## config.mk

```make
export PLATFORM = sky130hd
export DESIGN_NAME = rikl_ctrl
export DESIGN_NICKNAME = d
export VERILOG_FILES = /design/src/hw/rtl/rikl_pkg.sv /design/src/hw/rtl/rikl_ctrl.sv
export SDC_FILE = /design/constraint.sdc
export NUM_CORES = 1
export LEC_CHECK = 0
export BUFFER_PORTS_ARGS = -buffer_cell sky130_fd_sc_hd__buf_4
export CAP_MARGIN = 0
export CORE_AREA = 5 5 42 44
export CTS_BUF_LIST = sky130_fd_sc_hd__clkbuf_16
export DETAILED_ROUTE_END_ITERATION = 16
export DIE_AREA = 0 0 47 49
export SYNTH_ARGS = -nofsm -noshare
export SYNTH_HDL_FRONTEND = slang
export SYNTH_SLANG_ARGS = --single-unit
```

## constraint.sdc

```tcl
create_clock -name clk -period 2.4 [get_ports clk]
set_input_delay 0.72 -clock clk [delete_from_list [all_inputs] [get_ports clk]]
set_output_delay 0.72 -clock clk [all_outputs]
set_load 0.02 [all_outputs]
```

## src/hw/rtl/rikl_pkg.sv

```systemverilog
// ----------------------------------------------------------------------------
// rikl_pkg
// Shared constants, codes and controller/datapath interface types for the
// range insert / k-th largest unit.
// ----------------------------------------------------------------------------
package rikl_pkg;

  // Default sizing of the count store
  localparam int POSITIONS_DEF  = 64;
  localparam int VALUES_DEF     = 64;
  localparam int COUNT_BITS_DEF = 16;

  // Fixed field widths
  localparam int FIELD_W = 7;
  localparam int K_W     = 32;
  localparam int CFG_IDX_W = 1;

  // Reset value of both configuration registers before clamping
  localparam int CFG_RESET = 64;

  // Item commands
  localparam logic CMD_INSERT = 1'b0;
  localparam logic CMD_QUERY  = 1'b1;

  // Configuration register indexes
  localparam logic [CFG_IDX_W-1:0] REG_POSITION_COUNT = 1'b0;
  localparam logic [CFG_IDX_W-1:0] REG_VALUE_COUNT    = 1'b1;

  // Controller to datapath commands
  typedef struct packed {
    logic load;     // capture input beat, start a walk
    logic clr_step; // write zero at clear address, advance
    logic rd;       // read cell at (p, v)
    logic ins_wr;   // write saturated increment at (p, v)
    logic acc;      // add read data to the running total
    logic p_next;   // next position
    logic v_next;   // next lower value rank, restart position
    logic out_set;  // load the result register
  } ctl_cmd_t;

  // Datapath to controller status
  typedef struct packed {
    logic clr_last;
    logic query;
    logic skip;
    logic p_last;
    logic v_last;
    logic hit;
    logic out_free;
  } ctl_stat_t;

endpackage

```

## src/hw/rtl/rikl_ctrl.sv

```systemverilog
// ----------------------------------------------------------------------------
// rikl_ctrl
// Sequencer: clearing pass after reset, then per beat a walk over the count
// store (positions inner, value ranks outer from the top down).
// ----------------------------------------------------------------------------
module rikl_ctrl (
  input  logic                clk,
  input  logic                rst,
  input  logic                in_valid,
  output logic                in_ready,
  output rikl_pkg::ctl_cmd_t  ctl,
  input  rikl_pkg::ctl_stat_t stat
);

  localparam logic [2:0] S_CLEAR = 3'd0;
  localparam logic [2:0] S_IDLE  = 3'd1;
  localparam logic [2:0] S_START = 3'd2;
  localparam logic [2:0] S_RD    = 3'd3;
  localparam logic [2:0] S_USE   = 3'd4;
  localparam logic [2:0] S_CHECK = 3'd5;
  localparam logic [2:0] S_DONE  = 3'd6;

  logic [2:0] state;
  logic [2:0] state_next;

  always_ff @(posedge clk) begin
    if (rst) begin
      state <= S_CLEAR;
    end else begin
      state <= state_next;
    end
  end

  assign in_ready = (state == S_IDLE);

  // Next state and commands
  always_comb begin
    state_next = state;
    ctl        = '0;
    unique case (state)
      S_CLEAR: begin
        ctl.clr_step = 1'b1;
        if (stat.clr_last) state_next = S_IDLE;
      end
      S_IDLE: begin
        if (in_valid) begin
          ctl.load   = 1'b1;
          state_next = S_START;
        end
      end
      S_START: begin
        if (stat.skip) begin
          state_next = stat.query ? S_DONE : S_IDLE;
        end else begin
          state_next = S_RD;
        end
      end
      S_RD: begin
        ctl.rd     = 1'b1;
        state_next = S_USE;
      end
      S_USE: begin
        ctl.ins_wr = !stat.query;
        ctl.acc    = stat.query;
        if (stat.p_last) begin
          state_next = stat.query ? S_CHECK : S_IDLE;
        end else begin
          ctl.p_next = 1'b1;
          state_next = S_RD;
        end
      end
      S_CHECK: begin
        if (stat.hit || stat.v_last) begin
          state_next = S_DONE;
        end else begin
          ctl.v_next = 1'b1;
          state_next = S_RD;
        end
      end
      S_DONE: begin
        if (stat.out_free) begin
          ctl.out_set = 1'b1;
          state_next  = S_IDLE;
        end
      end
      default: begin
        state_next = S_IDLE;
      end
    endcase
  end

endmodule

```

==> out/metrics.yaml <==
status:
  outcome: "finished, final reports clean"
pwr:
  seqPwrFrac_pct: 17.7
  p_comb_share_pct: 22.4
  peakVddDrop_uv: 345
  switching_share_pct: 25.4
  netSwitchingPower_uw: 109
  pwr-share-clk_pct: 60.0
  p_per_area_mw_per_mm2: 840
  p_leak_uw: 0.000231
  p_int_uw: 321
global_route:
  grt_usage_pct: 8.03
  grt_max_degree: 15
  antenna_found_initial: 0
  grt_pass1_wl_um: 1290
  grt_pass1_vias: 332
  grt_overflow_total: 0
yosys:
  ys_seq_area_share_pct: 20.2
  synth-seq-cells: 3
  synth_top_family_by_area: "simple AND/OR/NAND/NOR gates"
  ys.flop_type: "dfxtp_1"
  synthAdderAreaFrac_pct: 0
  synth_edf_count: 0
  synth_xor_area_share_pct: 0
  yosys.area.top_type: "dfxtp_1"
  synthMuxAreaShare_pct: 3.36
  yosys.cell_types.count: 25
  syn_nets: 51
  synth.area.top_cells: "dfxtp_1 20%, nor2_1 7.6%, a211o_1 5.9%"
  postSynthCellCount: 41
  avgSynthCellArea_um2: 7.26
  synth.most_common_cell: "nor2_1"
  synth-compound-area-share_pct: 29.4
  synth-simple-area-share_pct: 36.6
  async_reset_ff_share_pct: 0
  syn_area_um2: 298
  synth_top_area_share_pct: 20.2
  yosys_warnings: 0
  synth_commonest_cells: "6 x nor2_1, 3 x dfxtp_1, 3 x inv_1"
route:
  drt-initial-drc-count: 1
  wl_per_cell_um: 10.5
  vias_per_cell: 4.75
  firstDrtPassIters: 4
  wirelength_um: 801
  ant_nets: 0
  dr_total_vias: 361
  drc: 0
cells_and_area:
  nets: 71
  nFillCells: 171
  drive_above_1_share_pct: 41.7
  reg.largest.list: "state (3)"
  largest_register_ffs: 3
  area_delta_synth_final_pct: 71.8
  largest_register: "state"
  antenna_cells: 0
sta:
  relSlewSlack_pct: 72.2
  period_share_pct: 89.8
  rsz0062_at_grt: "false"
  setup_viol: 0
  tns_ns: 0
  hold_viol_final: 0
  period_needed_ns: 2.15
  fin_skew_ns: 0.000741
  finalMaxSlewViolations: 0
  worstMarginPinSlew_ns: 0.416
  hold_slack_ns: 0.607
  fmax_mhz: 464
die:
  initial_core_util_pct: 21.3
  die_height_um: 49
  rows: 14
  die_x_um: 47
  coreArea_mm2: 0.00140
  die-area_mm2: 0.00230
  io_pins: 19
cts:
  root_buffer: "clkbuf_16"
  htreeDepth: 1
  clk_pin_slew_ns: 0.03
  clock_sinks: 3
  post_cts_resize_count: 0
  clk_latency_ns: 0.22
  hold_buffers: 0
  clockBufferDepth: 2
  cts_setup_buffers: 0
  cts-buffers-inserted: 3
  cts_tree: "built"
critical_path:
  crit_fanout: 11
  max_stage_delay_ns: 0.51
  start_kind: "register"
  r2r_cells: 4
  critical_path_class: "register to output pin"
  cp_slowest_cell: "dfxtp_1"
  cp-startpoint: "state[2]$_SDFFE_PP0P_"
  arrival_ns: 1.43
  r2r_end: "state[2]$_SDFFE_PP0P_"
  crit_path_end_kind: "output pin"
  ff2ff_setup_slack_ns: 1.09
  cp.required_ns: 1.68
  r2r_start: "state[2]$_SDFFE_PP0P_"
  endpoint: "ctl[3]"
  path_cells: "or3b_4, nor2_4, buf_4"
placement:
  gp_congestion: 0.728
  portBuffers: 18
  hpwl_um: 633
hold_path:
  whs_path_depth: 2
  hp-class: "register to register"
run:
  cap_viol_max_count: 0
metal layers:
| metal | track usage (%) | part of all wire [%] | vias to the layer above |
|---|---|---|---|
| li1 | - | - | 185 |
| met1 | 9.01 | 41 | 162 |
| met2 | 10.9 | 51 | 14 |
| met3 | 5.90 | 7.6 | 0 |
| met4 | 4.15 | 0 | 0 |
| met5 | 0 | 0 | - |
layout make-up:
type	instances	area [um^2]	share of cell area (%)
Sequential cell	3	60.1	11.7
Tap cell	16	20.0	3.91
Clock buffer	3	75.1	14.7
Inverter	3	11.3	2.20
Multi-Input combinational cell	32	206	40.3
Timing Repair Buffer	18	135	26.4
Clock inverter	1	3.75	0.733
worst min path at each step:
stage	start	to	slack, ns
finish	state[1]$_SDFFE_PP0P_	state[2]$_SDFFE_PP0P_	0.61
detailed placement	state[1]$_SDFFE_PP0P_	state[2]$_SDFFE_PP0P_	0.60
global placement	state[1]$_SDFFE_PP0P_	state[2]$_SDFFE_PP0P_	0.61
floorplan	state[1]$_SDFFE_PP0P_	state[2]$_SDFFE_PP0P_	0.57
CTS	state[1]$_SDFFE_PP0P_	state[2]$_SDFFE_PP0P_	0.61
global route	state[1]$_SDFFE_PP0P_	state[2]$_SDFFE_PP0P_	0.66
through the flow:
step | power [uW] | setup WS, ns | std cells | util [%] | instance area, um^2
after detailed placement | 174 | 0.408 | 72 | 30.9 | 433
after floorplan | 136 | 0.412 | 41 | - | 298
final | 430 | 0.245 | 76 | 36.5 | 512
after CTS | 436 | 0.245 | 76 | 36.5 | 512
after global placement | 175 | 0.431 | 72 | 30.9 | 433
after global routing | 452 | 0.167 | 76 | 36.5 | 512
worst max-delay path, delay by kind of cell (launching register included):
| family | cells | cell delay, ns |
|---|---|---|
| buf+inv | 1 | 0.15 |
| flops | 1 | 0.51 |
| simple gates | 2 | 0.55 |
power groups by stage:
| stage | Combinational, uW | Sequential (uW) | Clock, uW |
|---|---|---|---|
| 4_1_cts | 97.2 | 76.3 | 263 |
| 3_3_place_gp | 97.3 | 77.6 | 0 |
| 3_5_place_dp | 97.0 | 77.0 | 0 |
| 5_1_grt | 105 | 78.9 | 268 |
| 2_1_floorplan | 73.4 | 62.1 | 0 |
| 6_report | 96.1 | 76.0 | 258 |
cell families after synthesis:
| kind of cell | Yosys count |
|---|---|
| and+or+nand+nor | 19 |
| DFF | 3 |
| AOI/OAI and AO/OA | 12 |
| buffers and inverters | 6 |
| muxes | 1 |
layout by cell type (no fill, tap or decap), drive strengths merged:
master	n
nand3b	1
mux2i	1
o21ai	1
o22ai	1
and2	1
nor3	2
nor2	7
a31oi	1
nand2	2
or3	1
o2bb2ai	2
clkbuf	3
buf	18
a211o	2
a21oi	4
or3b	1
dfxtp	3
inv	4
nand3	1
nor3b	2
and3	1
a211oi	1
(Power assumes the default switching activity.)
